<file path="config.mk">
export PLATFORM = sky130hd
export DESIGN_NAME = tld_ctrl
export DESIGN_NICKNAME = d
export VERILOG_FILES = /design/src/rtl/tld_pkg.sv /design/src/rtl/tld_ctrl.sv
export SDC_FILE = /design/constraint.sdc
export NUM_CORES = 1
export LEC_CHECK = 0
export ABC_AREA = 1
export BUFFER_PORTS_ARGS = -buffer_cell sky130_fd_sc_hd__buf_4
export CAP_MARGIN = 40
export CELL_PAD_IN_SITES_DETAIL_PLACEMENT = 0
export CELL_PAD_IN_SITES_GLOBAL_PLACEMENT = 1
export CORE_MARGIN = 1
export CORE_UTILIZATION = 29
export CTS_CLUSTER_SIZE = 25
export DETAILED_ROUTE_END_ITERATION = 8
export GPL_ROUTABILITY_DRIVEN = 0
export GPL_TIMING_DRIVEN = 0
export HOLD_SLACK_MARGIN = 0.02
export PLACE_DENSITY = 0.87
export SYNTH_ARGS = -nofsm -noshare
export SYNTH_HDL_FRONTEND = slang
export SYNTH_SLANG_ARGS = --single-unit
</file>
<file path="constraint.sdc">
create_clock -name clk -period 1.7 [get_ports clk]
set_input_delay 0.34 -clock clk [delete_from_list [all_inputs] [get_ports clk]]
set_output_delay 0.34 -clock clk [all_outputs]
set_load 0.1 [all_outputs]
</file>
<file path="src/rtl/tld_pkg.sv">
package tld_pkg;

  localparam int DEPTH      = 1024;
  localparam int AW         = 10;
  localparam int CW         = 11;
  localparam int MW         = 7;
  localparam int READ_CHUNK = 64;

  // result kinds
  localparam logic [2:0] K_ECHO     = 3'd0;
  localparam logic [2:0] K_OUT      = 3'd1;
  localparam logic [2:0] K_READ     = 3'd2;
  localparam logic [2:0] K_SIG      = 3'd3;
  localparam logic [2:0] K_DONE     = 3'd4;
  localparam logic [2:0] K_NOTREADY = 3'd5;
  localparam logic [2:0] K_REFUSED  = 3'd6;
  localparam logic [2:0] K_OVERFLOW = 3'd7;

  // operations
  localparam logic [1:0] OP_RECV  = 2'd0;
  localparam logic [1:0] OP_READ  = 2'd1;
  localparam logic [1:0] OP_WRITE = 2'd2;

  // receive classes
  localparam logic [1:0] CL_DONE = 2'd0;
  localparam logic [1:0] CL_SIG  = 2'd1;
  localparam logic [1:0] CL_EDIT = 2'd2;
  localparam logic [1:0] CL_PUSH = 2'd3;

  // edit actions
  localparam logic [1:0] ACT_ERASE = 2'd0;
  localparam logic [1:0] ACT_KILL  = 2'd1;
  localparam logic [1:0] ACT_WORD  = 2'd2;

  // queue read address sources
  localparam logic [1:0] RS_BACK = 2'd0;
  localparam logic [1:0] RS_FWD  = 2'd1;
  localparam logic [1:0] RS_PTR  = 2'd2;

  // configuration register indexes
  localparam logic [2:0] REG_MODE = 3'd0;
  localparam logic [2:0] REG_SIG  = 3'd1;
  localparam logic [2:0] REG_EDIT = 3'd2;
  localparam logic [2:0] REG_LINE = 3'd3;
  localparam logic [2:0] REG_MIN  = 3'd4;

  // mode flag bits
  localparam int F_ICANON = 0;
  localparam int F_ISIG   = 1;
  localparam int F_IEXTEN = 2;
  localparam int F_ECHO   = 3;
  localparam int F_ECHOE  = 4;
  localparam int F_ECHOK  = 5;
  localparam int F_ECHONL = 6;
  localparam int F_ISTRIP = 7;
  localparam int F_IUCLC  = 8;
  localparam int F_IGNCR  = 9;
  localparam int F_ICRNL  = 10;
  localparam int F_INLCR  = 11;
  localparam int F_OPOST  = 12;
  localparam int F_ONLCR  = 13;
  localparam int F_OCRNL  = 14;
  localparam int F_OLCUC  = 15;

  localparam logic [7:0] CH_NL      = 8'h0A;
  localparam logic [7:0] CH_CR      = 8'h0D;
  localparam logic [7:0] STRIP_MASK = 8'h7F;

  typedef struct packed {
    logic           latch;
    logic           scan_clr;
    logic           scan_step;
    logic           eb_check;
    logic           eb_end;
    logic           push;
    logic           edit_apply;
    logic           read_start;
    logic           read_raw;
    logic           rd_next;
    logic           mem_rd;
    logic [1:0]     rd_src;
    logic           emit;
    logic [2:0]     kind;
    logic           second;
    logic           last;
  } cmd_t;

  typedef struct packed {
    logic [1:0] op;
    logic       max_zero;
    logic       icanon;
    logic [1:0] cls;
    logic       full;
    logic       echo_en;
    logic       edit_echo_en;
    logic       po_two;
    logic       scan_end;
    logic       eb_stop;
    logic       n_zero;
    logic       mark;
    logic       raw_notready;
    logic       count_zero;
    logic       k_one;
    logic       out_free;
  } sts_t;

  function automatic logic char_hit(input logic [7:0] c, input logic [7:0] ch);
    return (c != 8'd0) && (c == ch);
  endfunction

  function automatic logic is_blank(input logic [7:0] c);
    return (c == 8'd32) || ((c >= 8'd9) && (c <= 8'd13));
  endfunction

  function automatic logic po_two(input logic [15:0] f, input logic [7:0] ch);
    return f[F_OPOST] && f[F_ONLCR] && (ch == CH_NL);
  endfunction

  function automatic logic [7:0] po_byte(input logic [15:0] f, input logic [7:0] ch);
    logic [7:0] r;
    r = ch;
    if (f[F_OPOST]) begin
      if (f[F_ONLCR] && ch == CH_NL) r = CH_CR;
      else if (f[F_OCRNL] && ch == CH_CR) r = CH_NL;
      else if (f[F_OLCUC] && ch >= 8'h61 && ch <= 8'h7A) r = ch - 8'd32;
    end
    return r;
  endfunction

endpackage

</file>
<file path="src/rtl/tld_ctrl.sv">
module tld_ctrl (
  input  logic          clk,
  input  logic          rst_n,
  input  logic          in_tvalid,
  output logic          in_tready,
  input  tld_pkg::sts_t sts,
  output tld_pkg::cmd_t cmd
);

  localparam logic [3:0] S_IDLE     = 4'd0;
  localparam logic [3:0] S_DECODE   = 4'd1;
  localparam logic [3:0] S_EMIT1    = 4'd2;
  localparam logic [3:0] S_ECHO1    = 4'd3;
  localparam logic [3:0] S_ECHO2    = 4'd4;
  localparam logic [3:0] S_EB_RD    = 4'd5;
  localparam logic [3:0] S_EB_CK    = 4'd6;
  localparam logic [3:0] S_EB_APPLY = 4'd7;
  localparam logic [3:0] S_FW_RD    = 4'd8;
  localparam logic [3:0] S_FW_CK    = 4'd9;
  localparam logic [3:0] S_RD_RD    = 4'd10;
  localparam logic [3:0] S_RD_EMIT  = 4'd11;

  logic [3:0] state_r, state_nxt;
  logic [2:0] kind_r, kind_nxt;
  logic [2:0] echo_kind;

  assign in_tready = (state_r == S_IDLE);
  assign echo_kind = (sts.op == tld_pkg::OP_WRITE) ? tld_pkg::K_OUT : tld_pkg::K_ECHO;

  always_ff @(posedge clk) begin
    if (!rst_n) begin
      state_r <= S_IDLE;
      kind_r  <= tld_pkg::K_DONE;
    end else begin
      state_r <= state_nxt;
      kind_r  <= kind_nxt;
    end
  end

  always_comb begin
    state_nxt = state_r;
    kind_nxt  = kind_r;
    cmd       = '0;
    unique case (state_r)
      S_IDLE: begin
        if (in_tvalid) begin
          cmd.latch = 1'b1;
          state_nxt = S_DECODE;
        end
      end
      S_DECODE: begin
        kind_nxt  = tld_pkg::K_DONE;
        state_nxt = S_EMIT1;
        case (sts.op)
          tld_pkg::OP_RECV: begin
            case (sts.cls)
              tld_pkg::CL_SIG: kind_nxt = tld_pkg::K_SIG;
              tld_pkg::CL_EDIT: begin
                cmd.scan_clr = 1'b1;
                state_nxt    = S_EB_RD;
              end
              tld_pkg::CL_PUSH: begin
                if (sts.full) begin
                  kind_nxt = tld_pkg::K_OVERFLOW;
                end else begin
                  cmd.push = 1'b1;
                  if (sts.echo_en) state_nxt = S_ECHO1;
                end
              end
              default: ;
            endcase
          end
          tld_pkg::OP_READ: begin
            if (sts.max_zero) begin
              kind_nxt = tld_pkg::K_DONE;
            end else if (sts.icanon) begin
              cmd.scan_clr = 1'b1;
              state_nxt    = S_FW_RD;
            end else if (sts.raw_notready) begin
              kind_nxt = tld_pkg::K_NOTREADY;
            end else if (!sts.count_zero) begin
              cmd.read_start = 1'b1;
              cmd.read_raw   = 1'b1;
              state_nxt      = S_RD_RD;
            end
          end
          tld_pkg::OP_WRITE: begin
            if (sts.full) kind_nxt = tld_pkg::K_REFUSED;
            else state_nxt = S_ECHO1;
          end
          default: ;
        endcase
      end
      S_EMIT1: begin
        if (sts.out_free) begin
          cmd.emit  = 1'b1;
          cmd.kind  = kind_r;
          cmd.last  = 1'b1;
          state_nxt = S_IDLE;
        end
      end
      S_ECHO1: begin
        if (sts.out_free) begin
          cmd.emit  = 1'b1;
          cmd.kind  = echo_kind;
          cmd.last  = !sts.po_two;
          state_nxt = sts.po_two ? S_ECHO2 : S_IDLE;
        end
      end
      S_ECHO2: begin
        if (sts.out_free) begin
          cmd.emit   = 1'b1;
          cmd.kind   = echo_kind;
          cmd.second = 1'b1;
          cmd.last   = 1'b1;
          state_nxt  = S_IDLE;
        end
      end
      S_EB_RD: begin
        if (sts.scan_end) begin
          cmd.eb_end = 1'b1;
          state_nxt  = S_EB_APPLY;
        end else begin
          cmd.mem_rd = 1'b1;
          cmd.rd_src = tld_pkg::RS_BACK;
          state_nxt  = S_EB_CK;
        end
      end
      S_EB_CK: begin
        cmd.eb_check = 1'b1;
        state_nxt    = sts.eb_stop ? S_EB_APPLY : S_EB_RD;
      end
      S_EB_APPLY: begin
        kind_nxt = tld_pkg::K_DONE;
        if (sts.n_zero) begin
          state_nxt = S_EMIT1;
        end else begin
          cmd.edit_apply = 1'b1;
          state_nxt      = sts.edit_echo_en ? S_ECHO1 : S_EMIT1;
        end
      end
      S_FW_RD: begin
        if (sts.scan_end) begin
          kind_nxt  = tld_pkg::K_NOTREADY;
          state_nxt = S_EMIT1;
        end else begin
          cmd.mem_rd = 1'b1;
          cmd.rd_src = tld_pkg::RS_FWD;
          state_nxt  = S_FW_CK;
        end
      end
      S_FW_CK: begin
        if (sts.mark) begin
          cmd.read_start = 1'b1;
          state_nxt      = S_RD_RD;
        end else begin
          cmd.scan_step = 1'b1;
          state_nxt     = S_FW_RD;
        end
      end
      S_RD_RD: begin
        cmd.mem_rd = 1'b1;
        cmd.rd_src = tld_pkg::RS_PTR;
        state_nxt  = S_RD_EMIT;
      end
      S_RD_EMIT: begin
        if (sts.out_free) begin
          cmd.emit    = 1'b1;
          cmd.kind    = tld_pkg::K_READ;
          cmd.last    = sts.k_one;
          cmd.rd_next = 1'b1;
          state_nxt   = sts.k_one ? S_IDLE : S_RD_RD;
        end
      end
      default: state_nxt = S_IDLE;
    endcase
  end

endmodule

</file>
==> metrics.txt, run 1 <==
# TYPE chip_impl_metric gauge
chip_impl_metric{name="syn2layout_area_growth",unit="%"} 129
chip_impl_info{name="largest_area_contributor_in_the_netlist",value="sky130_fd_sc_hd__nand2_1"} 1
chip_impl_info{name="timing.critical_path.to_type",value="output pin"} 1
chip_impl_metric{name="worst_r2r_path_depth",unit=""} 10
chip_impl_info{name="launch_point_of_the_critical_path",value="state_r[2]$_SDFFE_PN0P_"} 1
chip_impl_metric{name="die_width",unit="um"} 58.0
chip_impl_metric{name="timing.final.crit_period",unit="ps"} 1840
chip_impl_metric{name="clk_transition_reported_paths",unit="ps"} 50
chip_impl_metric{name="synth-seq-cells",unit=""} 7
chip_impl_metric{name="maxCapViolations",unit=""} 0
chip_impl_metric{name="maxSlewViolCount",unit=""} 0
chip_impl_info{name="rr_endpoint",value="state_r[3]$_SDFFE_PN0P_"} 1
chip_impl_metric{name="cp_num_buf_inv",unit=""} 2
chip_impl_metric{name="router_iterations_before_antenna_repair",unit=""} 6
chip_impl_metric{name="portBuffers",unit=""} 40
chip_impl_info{name="regToRegStartpoint",value="state_r[2]$_SDFFE_PN0P_"} 1
chip_impl_info{name="cts_tree",value="done"} 1
chip_impl_metric{name="hold_viol",unit=""} 0
chip_impl_metric{name="antennaDiodeCount",unit=""} 0
chip_impl_metric{name="grt_antenna_before_repair",unit=""} 0
chip_impl_metric{name="worst-path-max-fanout",unit=""} 5
chip_impl_metric{name="worstSkewPairLatency",unit="ps"} 250
chip_impl_metric{name="post_drt_via_cell_ratio",unit=""} 5.05
chip_impl_metric{name="global_route_wire_length_before_repair",unit="um"} 5580
chip_impl_metric{name="regToRegSetupSlack",unit="ps"} 70
chip_impl_metric{name="cts_hold_bufs",unit=""} 0
chip_impl_info{name="timing.critical_path.to",value="cmd[2]"} 1
chip_impl_metric{name="number_of_placement_rows",unit=""} 19
chip_impl_metric{name="fin_crit_sh",unit="%"} 109
chip_impl_metric{name="p_per_area",unit="nW/um2"} 508
chip_impl_info{name="worst_setup_path_category",value="reg2out"} 1
chip_impl_metric{name="postSynthNetCount",unit=""} 193
chip_impl_info{name="crit_path_start_kind",value="flop"} 1
chip_impl_metric{name="drc",unit=""} 3
chip_impl_metric{name="num_vias",unit=""} 1414
chip_impl_metric{name="fin_hold_ws",unit="ps"} 296
chip_impl_metric{name="avgSynthCellArea",unit="um2"} 5.42
chip_impl_metric{name="post-route-worst-setup-slack",unit="ps"} -145
chip_impl_metric{name="detail_route.wl_per_cell",unit="um"} 14.1
chip_impl_info{name="status",value="finished, violations left"} 1
chip_impl_metric{name="unique_cell_type_count_in_the_yosys_netlist",unit=""} 25
chip_impl_metric{name="synth.cell_area",unit="um2"} 911
chip_impl_metric{name="drt-total-wl",unit="um"} 3960
chip_impl_info{name="hold_path_class",value="in2reg"} 1
chip_impl_metric{name="finalPower",unit="mW"} 1.06
chip_impl_metric{name="cts_htree_levels",unit=""} 1
chip_impl_info{name="rsz0062_at_grt",value="yes"} 1
chip_impl_info{name="cpLargestDelayFamily",value="flip-flops"} 1
chip_impl_metric{name="drt-initial-drc-count",unit=""} 59
chip_impl_metric{name="largest_net_degree_at_the_start_of_global_routing",unit=""} 8
chip_impl_metric{name="ys.warnings.count",unit=""} 0
chip_impl_metric{name="dpl.hpwl",unit="um"} 2410
chip_impl_metric{name="final_nets",unit=""} 264
chip_impl_metric{name="slew-limit-headroom",unit="%"} 67.7
chip_impl_metric{name="critPathMaxStageDelay",unit="ps"} 410
chip_impl_info{name="failed_checks",value="design-rule violations, negative setup slack"} 1
chip_impl_metric{name="cp.required",unit="ps"} 1360
chip_impl_metric{name="total_leakage_power",unit="nW"} 0.942
chip_impl_info{name="timing.critical_path.cells",value="inv_4, nor2_4, nand2_4, a21oi_4, a32o_4, buf_12"} 1
chip_impl_metric{name="vdd_drop_max",unit="mV"} 0.421
chip_impl_metric{name="global_route.overflow_total",unit=""} 0
chip_impl_metric{name="design.die.area",unit="um2"} 3370
chip_impl_metric{name="fp.coreArea",unit="um2"} 2880
chip_impl_metric{name="clock_sinks",unit=""} 7
chip_impl_info{name="hp-start",value="rst_n"} 1
chip_impl_metric{name="synthCells",unit=""} 168
chip_impl_metric{name="track_usage",unit="%"} 21.2
chip_impl_metric{name="crit_arrival",unit="ps"} 1500
chip_impl_metric{name="fmax",unit="MHz"} 542
chip_impl_metric{name="start_util",unit="%"} 31.7
chip_impl_info{name="cpMaxStageDelayCell",value="sky130_fd_sc_hd__dfxtp_4"} 1
chip_impl_metric{name="worst_pin_slew",unit="ps"} 483
chip_impl_metric{name="final_layout_size_suffix_gt1_share",unit="%"} 53.4
chip_impl_metric{name="route.antenna.remaining_nets",unit=""} 0
chip_impl_metric{name="die_y",unit="um"} 58.0
chip_impl_info{name="post_synth_main_area_contributors",value="sky130_fd_sc_hd__nand2_1 (19%), sky130_fd_sc_hd__dfxtp_1 (15%), sky130_fd_sc_hd__inv_1 (13%), sky130_fd_sc_hd__nor2_1 (9.5%), sky130_fd_sc_hd__nand3_1 (9.3%)"} 1
chip_impl_metric{name="yosysTopAreaCellShare",unit="%"} 19.0
chip_impl_metric{name="clock_tree.buffer_depth",unit=""} 2
chip_impl_metric{name="worstSetupPathDepth",unit=""} 6
chip_impl_metric{name="top_level_ports",unit=""} 41
chip_impl_info{name="clock-root-buffer",value="sky130_fd_sc_hd__clkbuf_4"} 1
chip_impl_metric{name="synth_seq_area_share",unit="%"} 15.4
chip_impl_metric{name="cts_buffers",unit=""} 3
chip_impl_metric{name="number_of_global_route_vias_before_repair",unit=""} 1275
chip_impl_metric{name="final.setup_skew",unit="ps"} 0.398
chip_impl_metric{name="setup-violations-final",unit=""} 16
==> placed cells by master (no fill, tap or decap), types with 2 or more instances in the layout <==
| cell type | netlist | layout |
|---|---|---|
| sky130_fd_sc_hd__nor3_4 | 0 | 2 |
| sky130_fd_sc_hd__nor2_1 | 23 | 13 |
| sky130_fd_sc_hd__a21oi_4 | 0 | 2 |
| sky130_fd_sc_hd__o21ai_0 | 6 | 6 |
| sky130_fd_sc_hd__nand2_4 | 0 | 4 |
| sky130_fd_sc_hd__nand3_1 | 17 | 14 |
| sky130_fd_sc_hd__inv_4 | 0 | 4 |
| sky130_fd_sc_hd__buf_6 | 0 | 7 |
| sky130_fd_sc_hd__nand3_2 | 4 | 6 |
| sky130_fd_sc_hd__clkbuf_4 | 0 | 3 |
| sky130_fd_sc_hd__inv_1 | 31 | 21 |
| sky130_fd_sc_hd__buf_12 | 0 | 19 |
| sky130_fd_sc_hd__nand3b_1 | 2 | 2 |
| sky130_fd_sc_hd__nor2_4 | 0 | 12 |
| sky130_fd_sc_hd__dfxtp_1 | 7 | 3 |
| sky130_fd_sc_hd__a21oi_1 | 10 | 8 |
| sky130_fd_sc_hd__clkinvlp_4 | 0 | 3 |
| sky130_fd_sc_hd__nand2_2 | 2 | 6 |
| sky130_fd_sc_hd__inv_2 | 1 | 4 |
| sky130_fd_sc_hd__nand2_1 | 46 | 37 |
| sky130_fd_sc_hd__ha_1 | 4 | 4 |
| sky130_fd_sc_hd__dfxtp_4 | 0 | 4 |
| sky130_fd_sc_hd__buf_4 | 0 | 39 |
==> per-stage QoR <==
| step | utilization, % | setup WS, ps | instances | area (um2) | setup TNS [ps] |
|---|---|---|---|---|---|
| finish | 72.4 | -145 | 280 | 2080 | -1320 |
| floorplan | - | -756 | 168 | 1100 | -2630 |
| global placement | 50.5 | -295 | 250 | 1450 | -1410 |
| CTS | 65.1 | -145 | 267 | 1870 | -735 |
| global route | 72.4 | -194 | 280 | 2080 | -2190 |
| detailed placement | 50.5 | -313 | 250 | 1450 | -1690 |
==> report_power, final <==
group          switching, mW  internal [mW]
Combinational          0.424          0.273
Sequential            0.0286          0.183
Clock                 0.0604         0.0895
Total                  0.513          0.546
==> registers in the layout (all words and copies together), names as in the netlist <==
name     cells
state_r      4
kind_r       3
==> worst min path at each step <==
stage	end	slack (ps)	cells past startpoint
2_1_floorplan	kind_r[2]$_SDFFE_PN1P_	420	1
3_5_place_dp	kind_r[2]$_SDFFE_PN1P_	460	2
5_1_grt	kind_r[2]$_SDFFE_PN1P_	310	2
6_report	kind_r[2]$_SDFFE_PN1P_	300	2
3_3_place_gp	kind_r[2]$_SDFFE_PN1P_	470	2
4_1_cts	kind_r[2]$_SDFFE_PN1P_	290	2
==> area by class of cell <==
cell class | instances | area (um2)
fillers | 211 | 793
clock buffers | 4 | 26.3
repair buffers | 66 | 767
well taps | 42 | 52.6
flip-flops and latches | 7 | 155
multi-input cells | 129 | 941
inverters | 32 | 141
==> layer usage <==
metal  share of wire [%]  track usage (%)  vias to the layer above
li1                    -                -                      681
met1                  38             24.9                      643
met2                  51             37.4                       73
met3                 7.1             4.46                       17
met4                 4.0             8.50                        0
met5                   0                0                        -
==> cell usage after synthesis <==
cell                       count
sky130_fd_sc_hd__o211ai_1      1
sky130_fd_sc_hd__a31oi_1       1
sky130_fd_sc_hd__o21bai_1      1
sky130_fd_sc_hd__a21oi_1      10
sky130_fd_sc_hd__inv_1        31
sky130_fd_sc_hd__nand3_1      17
sky130_fd_sc_hd__nand3_2       4
sky130_fd_sc_hd__nor2_2        2
sky130_fd_sc_hd__nor3_1        2
sky130_fd_sc_hd__nand3b_1      2
sky130_fd_sc_hd__ha_1          4
sky130_fd_sc_hd__a31o_2        1
sky130_fd_sc_hd__nor4_1        1
sky130_fd_sc_hd__o21ai_0       6
sky130_fd_sc_hd__inv_2         1
sky130_fd_sc_hd__o21ai_2       1
sky130_fd_sc_hd__or2_2         1
sky130_fd_sc_hd__nor2_1       23
sky130_fd_sc_hd__a21oi_2       1
sky130_fd_sc_hd__nand2_1      46
sky130_fd_sc_hd__nand2_2       2
sky130_fd_sc_hd__o31ai_1       1
sky130_fd_sc_hd__o221ai_1      1
sky130_fd_sc_hd__dfxtp_1       7
sky130_fd_sc_hd__a32o_1        1
==> timing repair <==
| item | CTS | global route |
|---|---|---|
| setup endpoints to repair | 18 | 20 |
| pin swaps | 14 | 13 |
| buffers inserted | 13 | 13 |
| gates resized for setup | 74 | 26 |
| gates cloned | 0 | 0 |
==> cells by family after synthesis <==
logic type,count (synthesis),synth area share [%]
AOI/OAI and AO/OA,25,16.9
and+or+nand+nor,100,49.0
buffers and inverters,32,13.2
DFF,7,15.4
adders and majority gates,4,5.49
Note: power is estimated with default switching activity, not from simulation.
==> run 2: changes to the inputs <==
--- a/config.mk
+++ b/config.mk
@@ -15,7 +15,6 @@
 export CTS_CLUSTER_SIZE = 25
 export DETAILED_ROUTE_END_ITERATION = 8
 export GPL_ROUTABILITY_DRIVEN = 0
-export GPL_TIMING_DRIVEN = 0
 export HOLD_SLACK_MARGIN = 0.02
 export PLACE_DENSITY = 0.87
 export SYNTH_ARGS = -nofsm -noshare
==> metrics.txt, run 2 (synthesized netlist as in run 1, its figures left out) <==
# TYPE chip_impl_metric gauge
chip_impl_info{name="status",value="finished, violations left"} 1
chip_impl_info{name="failed_checks",value="design-rule violations, negative setup slack"} 1
chip_impl_metric{name="cts_buffers",unit=""} 3
chip_impl_metric{name="timing.final.crit_period",unit="ps"} 1830
chip_impl_info{name="regToRegStartpoint",value="state_r[1]$_SDFFE_PN0P_"} 1
chip_impl_metric{name="cellInternalPower",unit="mW"} 0.556
chip_impl_metric{name="drc",unit=""} 3
chip_impl_metric{name="cts_hold_bufs",unit=""} 0
chip_impl_metric{name="post_drt_via_cell_ratio",unit=""} 4.88
chip_impl_metric{name="setup-violations-final",unit=""} 14
chip_impl_info{name="hold_path_class",value="in2reg"} 1
chip_impl_metric{name="syn2layout_area_growth",unit="%"} 133
chip_impl_info{name="max_flop_register",value="state_r"} 1
chip_impl_metric{name="fin_hold_ws",unit="ps"} 294
chip_impl_metric{name="seq_power_share",unit="%"} 19.7
chip_impl_metric{name="largest_net_degree_at_the_start_of_global_routing",unit=""} 7
chip_impl_info{name="largest_registers",value="state_r x4, kind_r x3"} 1
chip_impl_metric{name="post-route-util",unit="%"} 73.7
chip_impl_info{name="mostFrequentLayoutCell",value="sky130_fd_sc_hd__buf_4"} 1
chip_impl_metric{name="fmax",unit="MHz"} 545
chip_impl_metric{name="maxCapViolations",unit=""} 0
chip_impl_info{name="worst_setup_path_category",value="reg2out"} 1
chip_impl_metric{name="post-route-worst-setup-slack",unit="ps"} -134
chip_impl_metric{name="top_level_ports",unit=""} 41
chip_impl_metric{name="die_width",unit="um"} 58.0
chip_impl_metric{name="portBuffers",unit=""} 40
chip_impl_metric{name="number_of_placement_rows",unit=""} 19
chip_impl_metric{name="design.die.area",unit="um2"} 3370
chip_impl_metric{name="detail_route.wl_per_cell",unit="um"} 13.1
chip_impl_metric{name="start_util",unit="%"} 31.7
chip_impl_metric{name="worst_pin_slew",unit="ps"} 312
chip_impl_metric{name="cp.required",unit="ps"} 1360
chip_impl_info{name="cts_tree",value="done"} 1
chip_impl_metric{name="final_area",unit="um2"} 2120
chip_impl_metric{name="drt-initial-drc-count",unit=""} 57
chip_impl_metric{name="total_leakage_power",unit="nW"} 1.01
chip_impl_metric{name="num_vias",unit=""} 1405
chip_impl_info{name="rr_endpoint",value="state_r[2]$_SDFFE_PN0P_"} 1
chip_impl_metric{name="slew-limit-headroom",unit="%"} 79.2
chip_impl_metric{name="number_of_global_route_vias_before_repair",unit=""} 1357
chip_impl_metric{name="instances_no_fill",unit=""} 288
chip_impl_metric{name="global_route.overflow_total",unit=""} 0
chip_impl_metric{name="route.antenna.remaining_nets",unit=""} 0
chip_impl_metric{name="fin_crit_sh",unit="%"} 108
chip_impl_metric{name="final.setup_skew",unit="ps"} 5.21
chip_impl_metric{name="vdd_drop_max",unit="mV"} 0.624
chip_impl_metric{name="power.net_switching",unit="mW"} 0.503
chip_impl_metric{name="global_route_wire_length_before_repair",unit="um"} 5710
chip_impl_metric{name="track_usage",unit="%"} 21.9
chip_impl_info{name="timing.critical_path.to_type",value="output pin"} 1
chip_impl_metric{name="maxSlewViolCount",unit=""} 0
chip_impl_metric{name="p_per_area",unit="nW/um2"} 499
chip_impl_metric{name="drt-total-wl",unit="um"} 3770
chip_impl_metric{name="hold_viol",unit=""} 0
chip_impl_info{name="clock-root-buffer",value="sky130_fd_sc_hd__clkbuf_4"} 1
chip_impl_metric{name="worstSkewPairLatency",unit="ps"} 250
chip_impl_metric{name="placed_cell_area",unit="um2"} 1640
chip_impl_metric{name="final_layout_size_suffix_gt1_share",unit="%"} 55.7
chip_impl_metric{name="cts_htree_levels",unit=""} 1
chip_impl_info{name="final_cell_mix",value="sky130_fd_sc_hd__buf_4 (44), sky130_fd_sc_hd__nand2_1 (37), sky130_fd_sc_hd__inv_1 (20), sky130_fd_sc_hd__buf_12 (17), sky130_fd_sc_hd__nand3_1 (14)"} 1
chip_impl_metric{name="crit_arrival",unit="ps"} 1490
chip_impl_metric{name="final_nets",unit=""} 272
chip_impl_metric{name="largest_register_ffs",unit=""} 4
chip_impl_info{name="hold-path-endpoint",value="kind_r[2]$_SDFFE_PN1P_"} 1
chip_impl_metric{name="setup_ws_pre_cts",unit="ps"} -113
chip_impl_metric{name="sw_frac_of_total",unit="%"} 47.5
chip_impl_metric{name="clock_tree.buffer_depth",unit=""} 2
chip_impl_metric{name="combPwrFrac",unit="%"} 66.2
chip_impl_info{name="hp-start",value="rst_n"} 1
chip_impl_metric{name="worst_r2r_path_depth",unit=""} 8
chip_impl_info{name="crit_path_start_kind",value="flop"} 1
chip_impl_metric{name="dpl.hpwl",unit="um"} 2660
chip_impl_metric{name="finalPower",unit="mW"} 1.06
chip_impl_metric{name="clk_transition_reported_paths",unit="ps"} 50
chip_impl_metric{name="dpl.cell_count",unit=""} 275
chip_impl_metric{name="die_y",unit="um"} 58.0
chip_impl_metric{name="clock_power_share",unit="%"} 14.2
chip_impl_metric{name="regToRegSetupSlack",unit="ps"} 210
chip_impl_metric{name="worst-path-max-fanout",unit=""} 4
chip_impl_metric{name="worst_hold_stages",unit=""} 2
chip_impl_metric{name="grt_antenna_before_repair",unit=""} 0
chip_impl_metric{name="clock_sinks",unit=""} 7
chip_impl_metric{name="fp.coreArea",unit="um2"} 2880
chip_impl_metric{name="router_iterations_before_antenna_repair",unit=""} 6
chip_impl_metric{name="final_total_negative_setup_slack",unit="ps"} -1160
chip_impl_metric{name="antennaDiodeCount",unit=""} 0
chip_impl_info{name="rsz0062_at_grt",value="yes"} 1
## run 2: changes by cell type in the layout (fill, tap and decap cells not counted), sizes merged
cell,change
buf,+8
## run 2: how the worst max path moves through the flow
stage                       startpoint      end  cells past startpoint
6_report       state_r[3]$_SDFFE_PN0P_   cmd[8]                      6
5_1_grt        state_r[3]$_SDFFE_PN0P_   cmd[8]                      6
4_1_cts        state_r[2]$_SDFFE_PN0P_   cmd[2]                      6
3_5_place_dp                   sts[17]  cmd[11]                      6
3_3_place_gp                   sts[17]  cmd[11]                      6
2_1_floorplan  state_r[2]$_SDFFE_PN0P_   cmd[8]                      4
## run 2: cell type report
type / count / area (um2)
flip-flops and latches: 7 / 155
clock buffers: 4 / 26.3
repair buffers: 74 / 817
well taps: 42 / 52.6
multi-input cells: 129 / 935
inverters: 32 / 134
fillers: 205 / 757
## run 2: layer usage
metal	up-vias	GRT usage [%]	wire (um)
met5	-	0	0
met3	10	4.91	182
li1	700	-	-
met1	643	25.1	1530
met4	0	8.16	70
met2	52	39.2	1990
## run 2: critical path, cell delays in order (launching register included)
cell and delay [ps]:
sky130_fd_sc_hd__dfxtp_4 360, sky130_fd_sc_hd__buf_6 120, sky130_fd_sc_hd__nor2_4 110, sky130_fd_sc_hd__buf_6 120, sky130_fd_sc_hd__nand2_4 40, sky130_fd_sc_hd__o211ai_1 220
sky130_fd_sc_hd__buf_6 260
## run 2: power groups by stage
stage          Sequential, mW  Combinational [mW]  Clock (mW)
2_1_floorplan           0.201               0.360           0
3_3_place_gp            0.206               0.525           0
6_report                0.208               0.701       0.150
5_1_grt                 0.209               0.740       0.166
3_5_place_dp            0.207               0.532           0
4_1_cts                 0.205               0.627       0.155
## run 2: what timing repair did
action / 4_1_cts / 5_1_grt
buffers inserted: 3 / 7
setup endpoints to repair: 19 / 19
pin swaps: 6 / 13
resized for setup: 66 / 38
hold endpoints to repair: 0 / 0
==> run 3: changes to the inputs <==
--- a/config.mk
+++ b/config.mk
@@ -12,11 +12,13 @@
 export CELL_PAD_IN_SITES_GLOBAL_PLACEMENT = 1
 export CORE_MARGIN = 1
 export CORE_UTILIZATION = 29
+export CTS_BUF_LIST = sky130_fd_sc_hd__clkbuf_16
 export CTS_CLUSTER_SIZE = 25
 export DETAILED_ROUTE_END_ITERATION = 8
 export GPL_ROUTABILITY_DRIVEN = 0
 export HOLD_SLACK_MARGIN = 0.02
 export PLACE_DENSITY = 0.87
+export SKIP_CTS_REPAIR_TIMING = 1
 export SYNTH_ARGS = -nofsm -noshare
 export SYNTH_HDL_FRONTEND = slang
 export SYNTH_SLANG_ARGS = --single-unit
==> metrics.txt, run 3 (synthesized netlist as in run 1, its figures left out) <==
# TYPE chip_impl_metric gauge
chip_impl_info{name="status",value="finished, violations left"} 1
chip_impl_info{name="failed_checks",value="design-rule violations, negative setup slack"} 1
chip_impl_info{name="clock-root-buffer",value="sky130_fd_sc_hd__clkbuf_16"} 1
chip_impl_metric{name="instances_no_fill",unit=""} 285
chip_impl_metric{name="largest_net_degree_at_the_start_of_global_routing",unit=""} 7
chip_impl_metric{name="crit_arrival",unit="ps"} 1490
chip_impl_metric{name="die_width",unit="um"} 58.0
chip_impl_metric{name="drt-initial-drc-count",unit=""} 40
chip_impl_metric{name="design.die.area",unit="um2"} 3370
chip_impl_info{name="max_flop_register",value="state_r"} 1
chip_impl_metric{name="cts_buffers",unit=""} 3
chip_impl_metric{name="post_drt_via_cell_ratio",unit=""} 4.82
chip_impl_metric{name="worstSkewPairLatency",unit="ps"} 230
chip_impl_metric{name="clk_transition_reported_paths",unit="ps"} 40
chip_impl_metric{name="maxCapViolations",unit=""} 0
chip_impl_metric{name="final.setup_skew",unit="ps"} 0.927
chip_impl_metric{name="clock_sinks",unit=""} 7
chip_impl_metric{name="route.antenna.remaining_nets",unit=""} 0
chip_impl_metric{name="placed_cell_area",unit="um2"} 1640
chip_impl_metric{name="cts_htree_levels",unit=""} 1
chip_impl_metric{name="track_usage",unit="%"} 19.7
chip_impl_info{name="rsz0062_at_grt",value="yes"} 1
chip_impl_info{name="mostFrequentLayoutCell",value="sky130_fd_sc_hd__buf_4"} 1
chip_impl_info{name="timing.critical_path.to_type",value="output pin"} 1
chip_impl_metric{name="worst-path-max-fanout",unit=""} 4
chip_impl_metric{name="fillerInstances",unit=""} 215
chip_impl_info{name="cts_tree",value="done"} 1
chip_impl_metric{name="global_route.overflow_total",unit=""} 0
chip_impl_info{name="hold_path_class",value="in2reg"} 1
chip_impl_metric{name="final_nets",unit=""} 269
chip_impl_metric{name="setup-violations-final",unit=""} 12
chip_impl_metric{name="global_route_wire_length_before_repair",unit="um"} 5180
chip_impl_metric{name="antennaDiodeCount",unit=""} 0
chip_impl_metric{name="final_total_negative_setup_slack",unit="ps"} -948
chip_impl_metric{name="slew-limit-headroom",unit="%"} 79.6
chip_impl_metric{name="dpl.cell_count",unit=""} 275
chip_impl_metric{name="clock_tree.buffer_depth",unit=""} 2
chip_impl_metric{name="worst_pin_slew",unit="ps"} 306
chip_impl_metric{name="start_util",unit="%"} 31.7
chip_impl_metric{name="largest_register_ffs",unit=""} 4
chip_impl_metric{name="fin_crit_sh",unit="%"} 108
chip_impl_metric{name="final_area",unit="um2"} 2110
chip_impl_metric{name="setup_ws_pre_cts",unit="ps"} -113
chip_impl_metric{name="portBuffers",unit=""} 40
chip_impl_metric{name="top_level_ports",unit=""} 41
chip_impl_metric{name="grt_antenna_before_repair",unit=""} 0
chip_impl_metric{name="number_of_placement_rows",unit=""} 19
chip_impl_metric{name="cp.required",unit="ps"} 1360
chip_impl_metric{name="dpl.hpwl",unit="um"} 2660
chip_impl_metric{name="total_leakage_power",unit="nW"} 0.992
chip_impl_info{name="crit_path_start_kind",value="flop"} 1
chip_impl_info{name="final_cell_mix",value="sky130_fd_sc_hd__buf_4 (47), sky130_fd_sc_hd__nand2_1 (38), sky130_fd_sc_hd__inv_1 (23), sky130_fd_sc_hd__buf_12 (15)"} 1
chip_impl_metric{name="number_of_global_route_vias_before_repair",unit=""} 1267
chip_impl_metric{name="hold_viol",unit=""} 0
chip_impl_metric{name="p_per_area",unit="nW/um2"} 605
chip_impl_metric{name="fp.coreArea",unit="um2"} 2880
chip_impl_metric{name="drt-total-wl",unit="um"} 3570
chip_impl_metric{name="num_vias",unit=""} 1374
chip_impl_metric{name="fmax",unit="MHz"} 545
chip_impl_metric{name="vdd_drop_max",unit="mV"} 1.18
chip_impl_info{name="largest_registers",value="state_r x4, kind_r x3"} 1
chip_impl_metric{name="timing.final.crit_period",unit="ps"} 1830
chip_impl_metric{name="syn2layout_area_growth",unit="%"} 132
chip_impl_metric{name="maxSlewViolCount",unit=""} 0
chip_impl_metric{name="final_layout_size_suffix_gt1_share",unit="%"} 54.3
chip_impl_metric{name="detail_route.wl_per_cell",unit="um"} 12.5
chip_impl_metric{name="die_y",unit="um"} 58.0
chip_impl_metric{name="post-route-worst-setup-slack",unit="ps"} -134
chip_impl_info{name="worst_setup_path_category",value="reg2out"} 1
chip_impl_metric{name="drc",unit=""} 3
chip_impl_metric{name="router_iterations_before_antenna_repair",unit=""} 6
[run 3: worst max-delay path: stages, from the launching register on]
cell and delay (ps):
sky130_fd_sc_hd__dfxtp_4 370, sky130_fd_sc_hd__inv_2 60, sky130_fd_sc_hd__nor2_4 170, sky130_fd_sc_hd__nand2_2 80
sky130_fd_sc_hd__buf_4 160, sky130_fd_sc_hd__nor2_4 110, sky130_fd_sc_hd__a31o_4 130, sky130_fd_sc_hd__buf_12 170
[run 3: cell type report]
class	count	area, um2	area share [%]
multi-input combinational	129	936	44.3
timing repair buffer	71	758	35.9
sequential	7	155	7.34
inverter	32	134	6.33
clock buffer	3	75.1	3.55
tap	42	52.6	2.49
clock inverter	1	3.75	0.178
[run 3: metal layers]
metal  wire [um]  up-vias  GRT usage [%]
met3         138        9           3.35
met1        1480      637           23.2
li1            -      693              -
met4          67        0           7.14
met5           0        -              0
met2        1880       35           35.6
[run 3: stage by stage]
stage	utilization [%]	hold WS [ps]	power, mW
2_1_floorplan	-	424	0.561
3_3_place_gp	57.0	472	0.731
3_5_place_dp	57.0	471	0.739
4_1_cts	59.8	310	1.14
5_1_grt	73.5	316	1.34
6_report	73.5	310	1.28
[run 3: path summary, 6_finish.rpt]
path                                               from                     end  slack [ps]  cells past startpoint
worst min register to register   kind_r[2]$_SDFFE_PN1P_  kind_r[2]$_SDFFE_PN1P_         480                      2
worst max register to register  state_r[3]$_SDFFE_PN0P_  kind_r[2]$_SDFFE_PN1P_         190                     11
worst max-delay path            state_r[3]$_SDFFE_PN0P_                  cmd[3]        -130                      7
worst min-delay path                              rst_n  kind_r[2]$_SDFFE_PN1P_         310                      2
[run 3: power by group]
part           internal [mW]  switching (mW)
logic                  0.263           0.408
clock network          0.306          0.0919
registers              0.184          0.0276
